<file path="src/hdl/llb_pkg.sv">
`timescale 1ns / 1ps
`default_nettype none

package llb_pkg;

	// Parameter defaults for the top level.
	localparam int HISTORY_DEPTH_DEF = 4;
	localparam int TICK_WIDTH_DEF    = 32;

	// Configuration port geometry.
	localparam int CFG_IDX_W  = 3;
	localparam int CFG_DATA_W = 16;

	// Register indexes.
	localparam logic [CFG_IDX_W-1:0] REG_BASE_TONE   = 3'd0;
	localparam logic [CFG_IDX_W-1:0] REG_PULSE_LOW   = 3'd1;
	localparam logic [CFG_IDX_W-1:0] REG_PULSE_HIGH  = 3'd2;
	localparam logic [CFG_IDX_W-1:0] REG_WINDOW_LOW  = 3'd3;
	localparam logic [CFG_IDX_W-1:0] REG_WINDOW_HIGH = 3'd4;
	localparam logic [CFG_IDX_W-1:0] REG_ALARM_DELAY = 3'd5;

	// Register reset values.
	localparam logic [7:0]  BASE_TONE_RST   = 8'd21;
	localparam logic [7:0]  PULSE_LOW_RST   = 8'd4;
	localparam logic [7:0]  PULSE_HIGH_RST  = 8'd8;
	localparam logic [15:0] WINDOW_LOW_RST  = 16'd125;
	localparam logic [15:0] WINDOW_HIGH_RST = 16'd500;
	localparam logic [15:0] ALARM_DELAY_RST = 16'd3750;

	// Mode codes.
	localparam logic [1:0] MODE_CONNECTED    = 2'd0;
	localparam logic [1:0] MODE_DISCONNECTED = 2'd1;
	localparam logic [1:0] MODE_POWER_OFF    = 2'd2;

	// A run of the beep level is closed when it reaches this length.
	localparam logic [7:0] RUN_LIMIT = 8'd254;

	typedef struct packed {
		logic [7:0]  base_tone;
		logic [7:0]  pulse_low;
		logic [7:0]  pulse_high;
		logic [15:0] window_low;
		logic [15:0] window_high;
		logic [15:0] alarm_delay;
	} cfg_t;

	typedef struct packed {
		logic [1:0] mode;
		logic       beep_on;
		logic [7:0] tone;
		logic       led_on;
		logic       turn_off_seen;
		logic       alarm_due;
	} res_t;

endpackage

`default_nettype wire

</file>
<file path="src/hdl/llb_ifs.sv">
`timescale 1ns / 1ps
`default_nettype none

// Input channel: one sample per tick.
interface llb_item_if;
	logic valid;
	logic ready;
	logic link_present;
	logic beep_request;

	modport source (output valid, output link_present, output beep_request, input ready);
	modport sink (input valid, input link_present, input beep_request, output ready);
endinterface

// Result channel: one result per sample.
interface llb_result_if;
	logic       valid;
	logic       ready;
	logic [1:0] mode;
	logic       beep_on;
	logic [7:0] tone;
	logic       led_on;
	logic       turn_off_seen;
	logic       alarm_due;

	modport source (output valid, output mode, output beep_on, output tone,
		output led_on, output turn_off_seen, output alarm_due, input ready);
	modport sink (input valid, input mode, input beep_on, input tone,
		input led_on, input turn_off_seen, input alarm_due, output ready);
endinterface

`default_nettype wire

</file>
<file path="src/hdl/llb_cfg_regs.sv">
`timescale 1ns / 1ps
`default_nettype none

module llb_cfg_regs (
	input  wire logic                          clk,
	input  wire logic                          arst_n,
	input  wire logic                          cfg_we,
	input  wire logic [llb_pkg::CFG_IDX_W-1:0] cfg_index,
	input  wire logic [llb_pkg::CFG_DATA_W-1:0] cfg_data,
	output llb_pkg::cfg_t                      cfg
);
	import llb_pkg::*;

	cfg_t cfg_q;

	// Register file; an index beyond the list is ignored.
	always_ff @(posedge clk or negedge arst_n) begin
		if (!arst_n) begin
			cfg_q.base_tone   <= BASE_TONE_RST;
			cfg_q.pulse_low   <= PULSE_LOW_RST;
			cfg_q.pulse_high  <= PULSE_HIGH_RST;
			cfg_q.window_low  <= WINDOW_LOW_RST;
			cfg_q.window_high <= WINDOW_HIGH_RST;
			cfg_q.alarm_delay <= ALARM_DELAY_RST;
		end else if (cfg_we) begin
			case (cfg_index)
				REG_BASE_TONE:   cfg_q.base_tone   <= cfg_data[7:0];
				REG_PULSE_LOW:   cfg_q.pulse_low   <= cfg_data[7:0];
				REG_PULSE_HIGH:  cfg_q.pulse_high  <= cfg_data[7:0];
				REG_WINDOW_LOW:  cfg_q.window_low  <= cfg_data;
				REG_WINDOW_HIGH: cfg_q.window_high <= cfg_data;
				REG_ALARM_DELAY: cfg_q.alarm_delay <= cfg_data;
				default: ;
			endcase
		end
	end

	assign cfg = cfg_q;

endmodule

`default_nettype wire

</file>
<file path="src/hdl/llb_core.sv">
`timescale 1ns / 1ps
`default_nettype none

module llb_core #(
	parameter int HISTORY_DEPTH = llb_pkg::HISTORY_DEPTH_DEF,
	parameter int TICK_WIDTH    = llb_pkg::TICK_WIDTH_DEF
) (
	input  wire logic          clk,
	input  wire logic          arst_n,
	input  wire llb_pkg::cfg_t cfg,
	llb_item_if.sink           item,
	input  wire logic          room,
	output logic               push,
	output llb_pkg::res_t      res
);
	import llb_pkg::*;

	logic [1:0]            mode_q, mode_n;
	logic [TICK_WIDTH-1:0] elapsed_q, elapsed_mid, elapsed_n;
	logic [7:0]            hist_q [HISTORY_DEPTH];
	logic [7:0]            hist_n [HISTORY_DEPTH];
	logic                  last_q, last_n;
	logic                  flag_q, flag_n;
	logic                  win_old, win_new, all_pulse;
	logic [TICK_WIDTH-1:0] wl, wh, delay;

	assign item.ready = room;
	assign push       = item.valid & room;

	assign wl    = TICK_WIDTH'(cfg.window_low);
	assign wh    = TICK_WIDTH'(cfg.window_high);
	assign delay = TICK_WIDTH'(cfg.alarm_delay);

	// Next state and result for the sample on the input channel.
	always_comb begin
		mode_n      = mode_q;
		elapsed_mid = elapsed_q;
		hist_n      = hist_q;
		last_n      = last_q;
		flag_n      = flag_q;
		all_pulse   = 1'b1;
		res         = '0;

		win_old = (elapsed_q > wl) && (elapsed_q < wh);

		// Mode transition.
		if (item.link_present) begin
			if (mode_q != MODE_CONNECTED) begin
				mode_n      = MODE_CONNECTED;
				elapsed_mid = '0;
			end
		end else if (mode_q == MODE_CONNECTED) begin
			mode_n      = (win_old || flag_q) ? MODE_POWER_OFF : MODE_DISCONNECTED;
			elapsed_mid = '0;
		end

		win_new   = (elapsed_mid > wl) && (elapsed_mid < wh);
		elapsed_n = elapsed_mid;

		// Action of the new mode.
		case (mode_n)
			MODE_CONNECTED: begin
				res.beep_on = item.beep_request;
				res.tone    = item.beep_request ? cfg.base_tone : 8'd0;
				res.led_on  = win_new | item.beep_request | flag_q;

				// Close the open run on a level change or at the run limit.
				if ((last_q != item.beep_request) || (hist_q[0] == RUN_LIMIT)) begin
					for (int i = 1; i < HISTORY_DEPTH; i++) begin
						hist_n[i] = hist_q[i-1];
					end
					hist_n[0] = 8'd0;
					last_n    = item.beep_request;
				end

				// Closed runs must all be strictly inside the pulse bounds.
				for (int i = 1; i < HISTORY_DEPTH; i++) begin
					if (!((hist_n[i] > cfg.pulse_low) && (hist_n[i] < cfg.pulse_high))) begin
						all_pulse = 1'b0;
					end
				end
				flag_n = all_pulse;

				if (elapsed_mid != '1) begin
					elapsed_n = elapsed_mid + TICK_WIDTH'(1);
				end
				hist_n[0] = hist_n[0] + 8'd1;
			end
			MODE_DISCONNECTED: begin
				res.alarm_due = elapsed_mid > delay;
				if (elapsed_mid != '1) begin
					elapsed_n = elapsed_mid + TICK_WIDTH'(1);
				end
			end
			default: ;
		endcase

		res.mode          = mode_n;
		res.turn_off_seen = flag_n;
	end

	// State update on each transfer.
	always_ff @(posedge clk or negedge arst_n) begin
		if (!arst_n) begin
			mode_q    <= MODE_DISCONNECTED;
			elapsed_q <= '0;
			last_q    <= 1'b0;
			flag_q    <= 1'b0;
			for (int i = 0; i < HISTORY_DEPTH; i++) begin
				hist_q[i] <= 8'd0;
			end
		end else if (push) begin
			mode_q    <= mode_n;
			elapsed_q <= elapsed_n;
			last_q    <= last_n;
			flag_q    <= flag_n;
			hist_q    <= hist_n;
		end
	end

endmodule

`default_nettype wire

</file>
<file path="src/hdl/llb_out_buf.sv">
`timescale 1ns / 1ps
`default_nettype none

module llb_out_buf (
	input  wire logic          clk,
	input  wire logic          arst_n,
	input  wire logic          push,
	input  wire llb_pkg::res_t res,
	output logic               room,
	llb_result_if.source       result
);
	import llb_pkg::*;

	logic [1:0] count_q;
	res_t       head_q, tail_q;
	logic       pop;

	assign pop          = result.valid & result.ready;
	assign room         = (count_q != 2'd2);
	assign result.valid = (count_q != 2'd0);

	assign result.mode          = head_q.mode;
	assign result.beep_on       = head_q.beep_on;
	assign result.tone          = head_q.tone;
	assign result.led_on        = head_q.led_on;
	assign result.turn_off_seen = head_q.turn_off_seen;
	assign result.alarm_due     = head_q.alarm_due;

	// Occupancy of the two-entry buffer.
	always_ff @(posedge clk or negedge arst_n) begin
		if (!arst_n) begin
			count_q <= 2'd0;
		end else if (push && !pop) begin
			count_q <= count_q + 2'd1;
		end else if (pop && !push) begin
			count_q <= count_q - 2'd1;
		end
	end

	// Payload: the head is always the oldest result.
	always_ff @(posedge clk) begin
		if (pop) begin
			head_q <= (push && (count_q == 2'd1)) ? res : tail_q;
			if (push && (count_q == 2'd2)) begin
				tail_q <= res;
			end
		end else if (push) begin
			if (count_q == 2'd0) begin
				head_q <= res;
			end else begin
				tail_q <= res;
			end
		end
	end

endmodule

`default_nettype wire

</file>
<file path="src/hdl/link_loss_beeper_monitor.sv">
`timescale 1ns / 1ps
`default_nettype none

// Link-loss beeper monitor. Each transfer on the item channel is one 16 ms tick
// carrying the connection sense and the beep request; each yields exactly one
// transfer on the result channel with the mode (connected, disconnected, power
// off), tone drive, LED level, turn-off flag and alarm flag. The block takes one
// item every clock cycle while the output buffer has room; the mode machine, run
// history and tick counter update on the transfer, and the result goes into a
// two-entry output buffer, so the item channel stays ready while one result waits
// to be taken. Configuration registers (index 0 base_tone, 1 pulse_low,
// 2 pulse_high, 3 window_low, 4 window_high, 5 alarm_delay) are written by the
// user through cfg_we/cfg_index/cfg_data while idle; the block does not check it.
module link_loss_beeper_monitor #(
	parameter int HISTORY_DEPTH = llb_pkg::HISTORY_DEPTH_DEF,
	parameter int TICK_WIDTH    = llb_pkg::TICK_WIDTH_DEF
) (
	input  wire logic                           clk,
	input  wire logic                           arst_n,
	llb_item_if.sink                            item,
	llb_result_if.source                        result,
	input  wire logic                           cfg_we,
	input  wire logic [llb_pkg::CFG_IDX_W-1:0]  cfg_index,
	input  wire logic [llb_pkg::CFG_DATA_W-1:0] cfg_data
);
	import llb_pkg::*;

	cfg_t cfg;
	res_t res;
	logic push;
	logic room;

	// Configuration registers.
	llb_cfg_regs u_cfg (
		.clk       (clk),
		.arst_n    (arst_n),
		.cfg_we    (cfg_we),
		.cfg_index (cfg_index),
		.cfg_data  (cfg_data),
		.cfg       (cfg)
	);

	// Mode machine and run-length tracking.
	llb_core #(
		.HISTORY_DEPTH (HISTORY_DEPTH),
		.TICK_WIDTH    (TICK_WIDTH)
	) u_core (
		.clk    (clk),
		.arst_n (arst_n),
		.cfg    (cfg),
		.item   (item),
		.room   (room),
		.push   (push),
		.res    (res)
	);

	// Result buffer.
	llb_out_buf u_out (
		.clk    (clk),
		.arst_n (arst_n),
		.push   (push),
		.res    (res),
		.room   (room),
		.result (result)
	);

endmodule

`default_nettype wire

</file>
<file path="src/flat_wrapper.sv">
// flat-port wrapper written by rule: the top's interface ports become plain ports
module link_loss_beeper_monitor_flat import llb_pkg::*;
#(
	parameter int HISTORY_DEPTH = llb_pkg::HISTORY_DEPTH_DEF,
	parameter int TICK_WIDTH    = llb_pkg::TICK_WIDTH_DEF
)
  (clk, arst_n, cfg_we, cfg_index, cfg_data, item_valid, item_link_present, item_beep_request, item_ready, result_valid, result_mode, result_beep_on, result_tone, result_led_on, result_turn_off_seen, result_alarm_due, result_ready);
  llb_item_if item_i ();
  llb_result_if result_i ();
  input  wire logic clk;
  input  wire logic arst_n;
  input  wire logic cfg_we;
  input  wire logic [llb_pkg::CFG_IDX_W-1:0] cfg_index;
  input  wire logic [llb_pkg::CFG_DATA_W-1:0] cfg_data;
  input wire logic [$bits(item_i.valid)-1:0] item_valid;
  input wire logic [$bits(item_i.link_present)-1:0] item_link_present;
  input wire logic [$bits(item_i.beep_request)-1:0] item_beep_request;
  output wire logic [$bits(item_i.ready)-1:0] item_ready;
  output wire logic [$bits(result_i.valid)-1:0] result_valid;
  output wire logic [$bits(result_i.mode)-1:0] result_mode;
  output wire logic [$bits(result_i.beep_on)-1:0] result_beep_on;
  output wire logic [$bits(result_i.tone)-1:0] result_tone;
  output wire logic [$bits(result_i.led_on)-1:0] result_led_on;
  output wire logic [$bits(result_i.turn_off_seen)-1:0] result_turn_off_seen;
  output wire logic [$bits(result_i.alarm_due)-1:0] result_alarm_due;
  input wire logic [$bits(result_i.ready)-1:0] result_ready;
  assign item_i.valid = item_valid;
  assign item_i.link_present = item_link_present;
  assign item_i.beep_request = item_beep_request;
  assign item_ready = item_i.ready;
  assign result_valid = result_i.valid;
  assign result_mode = result_i.mode;
  assign result_beep_on = result_i.beep_on;
  assign result_tone = result_i.tone;
  assign result_led_on = result_i.led_on;
  assign result_turn_off_seen = result_i.turn_off_seen;
  assign result_alarm_due = result_i.alarm_due;
  assign result_i.ready = result_ready;
  link_loss_beeper_monitor #(.HISTORY_DEPTH(HISTORY_DEPTH), .TICK_WIDTH(TICK_WIDTH)) u_core (.clk(clk), .arst_n(arst_n), .item(item_i), .result(result_i), .cfg_we(cfg_we), .cfg_index(cfg_index), .cfg_data(cfg_data));
endmodule
</file>
<file path="config.mk">
export PLATFORM = sky130hd
export DESIGN_NAME = link_loss_beeper_monitor_flat
export DESIGN_NICKNAME = d
export VERILOG_FILES = /design/src/hdl/llb_pkg.sv /design/src/hdl/llb_ifs.sv /design/src/hdl/llb_cfg_regs.sv /design/src/hdl/llb_core.sv /design/src/hdl/llb_out_buf.sv /design/src/hdl/link_loss_beeper_monitor.sv /design/src/flat_wrapper.sv
export SDC_FILE = /design/constraint.sdc
export NUM_CORES = 1
export LEC_CHECK = 0
export BUFFER_PORTS_ARGS = -buffer_cell sky130_fd_sc_hd__buf_2
export CELL_PAD_IN_SITES_DETAIL_PLACEMENT = 0
export CELL_PAD_IN_SITES_GLOBAL_PLACEMENT = 1
export CORE_MARGIN = 10
export CORE_UTILIZATION = 45
export CTS_CLUSTER_SIZE = 12
export DETAILED_ROUTE_END_ITERATION = 7
export GPL_TIMING_DRIVEN = 1
export MAX_ROUTING_LAYER = met4
export PLACE_DENSITY = 0.84
export SYNTH_ARGS = -nofsm -noshare
export SYNTH_HDL_FRONTEND = slang
export SYNTH_SLANG_ARGS = --single-unit
</file>
<file path="constraint.sdc">
create_clock -name clk -period 4.7 [get_ports clk]
set_input_delay 1.175 -clock clk [delete_from_list [all_inputs] [get_ports clk]]
set_output_delay 1.175 -clock clk [all_outputs]
set_load 0.05 [all_outputs]
</file>
==> summary.txt <==
GRT
  – Grt ovf: 0
  – Total GRT Usage: around 18%
  – Vias in the first global route: between 7000 and 8000
  – Initial antenna violation count: 1
  – Largest net degree at the start of global routing: 96
  – Global-route wire length before repair: 41700 um

Power
  – Switch share: 38.0%
  – Power density over cell area: 456 nW/um2
  – Max IR drop VDD: 0.000260 V
  – Sw power: about 0.0020 W
  – Leakage power: approximately 5.5 nW
  – Int Power: ~0.0033 W
  – Clock Power Share: a little over a quarter
  – Seq pwr share: between 30% and 40%
  – Combinational cell fraction of total power: a little over a third

Routing
  – Post-route ant nets: 0
  – Final wirelength: 25600 um
  – Via/cell ratio: between 5 and 6
  – Iteration-0 DRC Markers: 564
  – Total number of vias: 7785
  – DR WL/cell: between 15 and 20 um
  – Drt first pass iters: 5
  – Residual DRC count: 0

Layout
  – Multi-input logic area: ~5700 um2
  – Fin cells: 1399
  – Layout cells sized above 1: between 20% and 30%
  – Synth-to-Final Area Change: 12.3%
  – Nets: around 1200
  – Filler cell count: roughly 2100
  – Final Instance Area: between 10000 and 15000 um2
  – Reg area: roughly 4400 um2

Setup path
  – CP Capture Type: flop
  – Required @ worst endpoint: between 4 and 5 ns
  – CP Launch Type: input pin
  – WS Path Type: input pin to flop
  – Arrival @ worst endpoint: about 4.3 ns
  – CP cell instances: buf_2 > xnor2_1 > o21ai_2 > mux2_2 > ha_1 > nor4b_1 > o311ai_0 > a21oi_1 > nand4_1 > nor2_1 > nand4_1 > o41ai_1
  – Most frequent CP cell: nand4_1
  – Critical path peak fanout: 24
  – Crit-path max cell delay: roughly 0.44 ns
  – Slowest-stage cell, CP: mux2_2

Synthesis
  – Syn nets: between 1000 and 1500
  – Mapped Area: between 10000 and 15000 um2
  – Synthesized area per cell: around 10 um2
  – Sequential fraction of the synthesis area: between 40% and 50%
  – Mapped Cells: 1022
  – Synth Flop Type: dfrtp_1
  – Cell variety after synth: 66
  – Yosys warning count: 0
  – Asr flop ratio synth: between 80% and 90%
  – EDFF count, synth: 28
  – FF+latch count, synth: 170

Clocking
  – Hold_buf cts: 0
  – Clk slew on worst S/H paths: approximately 0.07 ns
  – Post-CTS setup buffer count: 0
  – Clock latency on the worst-skew pair: 0.44 ns
  – Clk sinks: between 150 and 200
  – Post-CTS sizing: 0
  – TritonCTS Buffers: 17
  – CTS tree: done
  – CTS Root Cell: clkbuf_16
  – Clock Path Buffers: 2
  – Deepest level of the CTS H-tree: 4

STA
  – Final setup TNS: 0 ns
  – Worst slew margin: about 23%
  – RSZ-0062 raised after global routing: no
  – Fin crit period: just over 4 ns
  – Fin crit share: between 80% and 90%
  – Highest clock rate: ~250 MHz
  – Final hold violations: 0
  – Worst clock skew: around 0.013 ns
  – Least-Margin Pin Slew: ~1.2 ns
  – Setup Viol. Count Final: 0
  – Pins over their slew limit: 0

Floorplan
  – Full die area: between 20000 and 30000 um2
  – Overall die width: roughly 170 um
  – Die height: 173 um
  – Placeable Area: 22800 um2
  – Initial Util: between 40% and 50%
  – Site Rows: 55
  – IO Pins: 42

Placement
  – Routability Congestion: around 0.9
  – DPL Wire Length: just under 20000 um
  – Port bufs: 41
  – Placed insts: roughly 1400
  – Area post-placement: around 11000 um2

Hold path
  – Hold WC Path Type: flop to flop

Status
  – Status: completed

Run
  – Max-capacitance violation count: 0
==> cells in the final DEF (no fill, tap or decap), drive strengths merged, types with 6 or more instances in the layout <==
cell type and count:
ha 130, dfrtp 117, nand2 103, mux2 94, inv 92, o21ai 70
buf 57, nor2 42, a21oi 37, nand3 35, nand4 29, edfxtp 28
dfstp 25, and3 19, xnor2 17, clkbuf 17, and2 16, a21o 16
nor3 15, nor2b 9, o31ai 9, mux2i 8, nand2b 8, nor4 8
xor2 7, o21a 6, o211ai 6
==> power groups by stage <==
| stage | Sequential, W | Combinational [W] | Clock, W |
|---|---|---|---|
| 6_report | 0.00204 | 0.00187 | 0.00147 |
| 5_1_grt | 0.00208 | 0.00209 | 0.00157 |
| 4_1_cts | 0.00204 | 0.00188 | 0.00150 |
| 3_5_place_dp | 0.00206 | 0.00187 | 0 |
| 3_3_place_gp | 0.00206 | 0.00183 | 0 |
| 2_1_floorplan | 0.00218 | 0.00118 | 0 |
==> synthesized netlist by cell type (all sizes together), types with 5 or more instances <==
| cell | n | share of area, % |
|---|---|---|
| a211oi | 5 | 0.36 |
| a21o | 16 | 1.1 |
| a21oi | 37 | 1.8 |
| and2 | 16 | 0.95 |
| and3 | 19 | 1.1 |
| and4 | 5 | 0.42 |
| clkbuf | 25 | 0.89 |
| dfrtp | 117 | 28 |
| dfstp | 25 | 6.2 |
| edfxtp | 28 | 8.0 |
| ha | 130 | 15 |
| inv | 82 | 2.9 |
| mux2 | 94 | 10 |
| mux2i | 8 | 0.76 |
| nand2 | 103 | 3.7 |
| nand2b | 8 | 0.48 |
| nand3 | 35 | 1.7 |
| nand4 | 29 | 1.7 |
| nor2 | 42 | 1.5 |
| nor2b | 9 | 0.54 |
| nor3 | 15 | 0.71 |
| nor4 | 8 | 0.54 |
| o211ai | 6 | 0.43 |
| o21a | 6 | 0.43 |
| o21ai | 70 | 3.3 |
| o31ai | 9 | 0.77 |
| o41ai | 5 | 0.42 |
| xnor2 | 17 | 1.4 |
| xor2 | 7 | 0.58 |
==> metal layers <==
metal	share of wire (%)	vias to the layer above	GRT usage, %
met4	1.7	0	5.64
met3	3.2	24	3.01
li1	-	3798	-
met5	0	-	-
met2	49	157	28.6
met1	46	3806	21.9
==> cell type report <==
cell class,instances,area share [%]
flip-flops and latches,170,37.5
clock buffers,17,3.60
inverters,83,2.64
repair buffers,57,3.02
multi-input cells,743,48.3
diodes,1,0.0212
clock inverters,15,1.64
well taps,313,3.32
==> path summary, 6_finish.rpt <==
path / from / end / slack (ns) / depth (start not counted)
max: item_beep_request / u_core.u_out.result.turn_off_seen / 0.68 / 12
min: u_core.u_out.count_q[0] / u_core.u_out.count_q[0] / 0.50 / 1
max reg2reg: u_core.u_core.hist_q[24] / u_core.u_out.result.turn_off_seen / 0.68 / 12
min reg2reg: u_core.u_out.count_q[0] / u_core.u_out.count_q[0] / 0.50 / 1
max in group asynchronous: arst_n / u_core.u_cfg.cfg[2] / 3.08 / 2
min in group asynchronous: arst_n / u_core.u_cfg.cfg[42] / 0.81 / 1
==> state kept, by name, indices dropped and copies added, names as in the netlist, 2 cells and up <==
| name | cells |
|---|---|
| u_core.u_core.hist_q | 32 |
| u_core.u_core.mode_q | 2 |
| u_core.u_out.count_q | 2 |
| u_core.u_out.tail_q | 14 |
| u_core.u_out.result.tone | 8 |
| u_core.u_core.elapsed_q | 32 |
| u_core.u_cfg.cfg | 72 |
| u_core.u_out.result.mode | 2 |
==> through the flow <==
step                hold slack [ns]  util, %  setup WS [ns]  total power (W)
floorplan                     0.467        -          0.731          0.00336
global placement              0.486     48.9          0.462          0.00389
detailed placement            0.493     48.9          0.289          0.00393
CTS                           0.507     51.7          0.706          0.00542
global route                  0.523     51.7          0.430          0.00574
finish                        0.499     51.7          0.676          0.00538
==> kinds of logic (layout without fill, tap and decap cells) <==
group | Yosys count | after routing | synth area share (%)
multiplexers | 102 | 102 | 10.8
other | 0 | 1 | 0
AO/OA/AOI/OAI | 183 | 183 | 11.0
buffers and inverters | 109 | 172 | 3.96
flip-flops | 170 | 170 | 42.1
AND/OR/NAND/NOR | 304 | 304 | 14.6
XOR/XNOR | 24 | 24 | 2.00
adder cells (fa/ha/maj) | 130 | 130 | 15.5
==> critical path: cells and delay by family <==
| kind | cells | cell delay (ns) |
|---|---|---|
| compound gates | 4 | 1.22 |
| buf+inv | 1 | 0.16 |
| xor+xnor | 1 | 0.18 |
| fa+ha+maj | 1 | 0.21 |
| mux | 1 | 0.44 |
| simple gates | 4 | 0.85 |
Power figures use the tool's default switching activity.
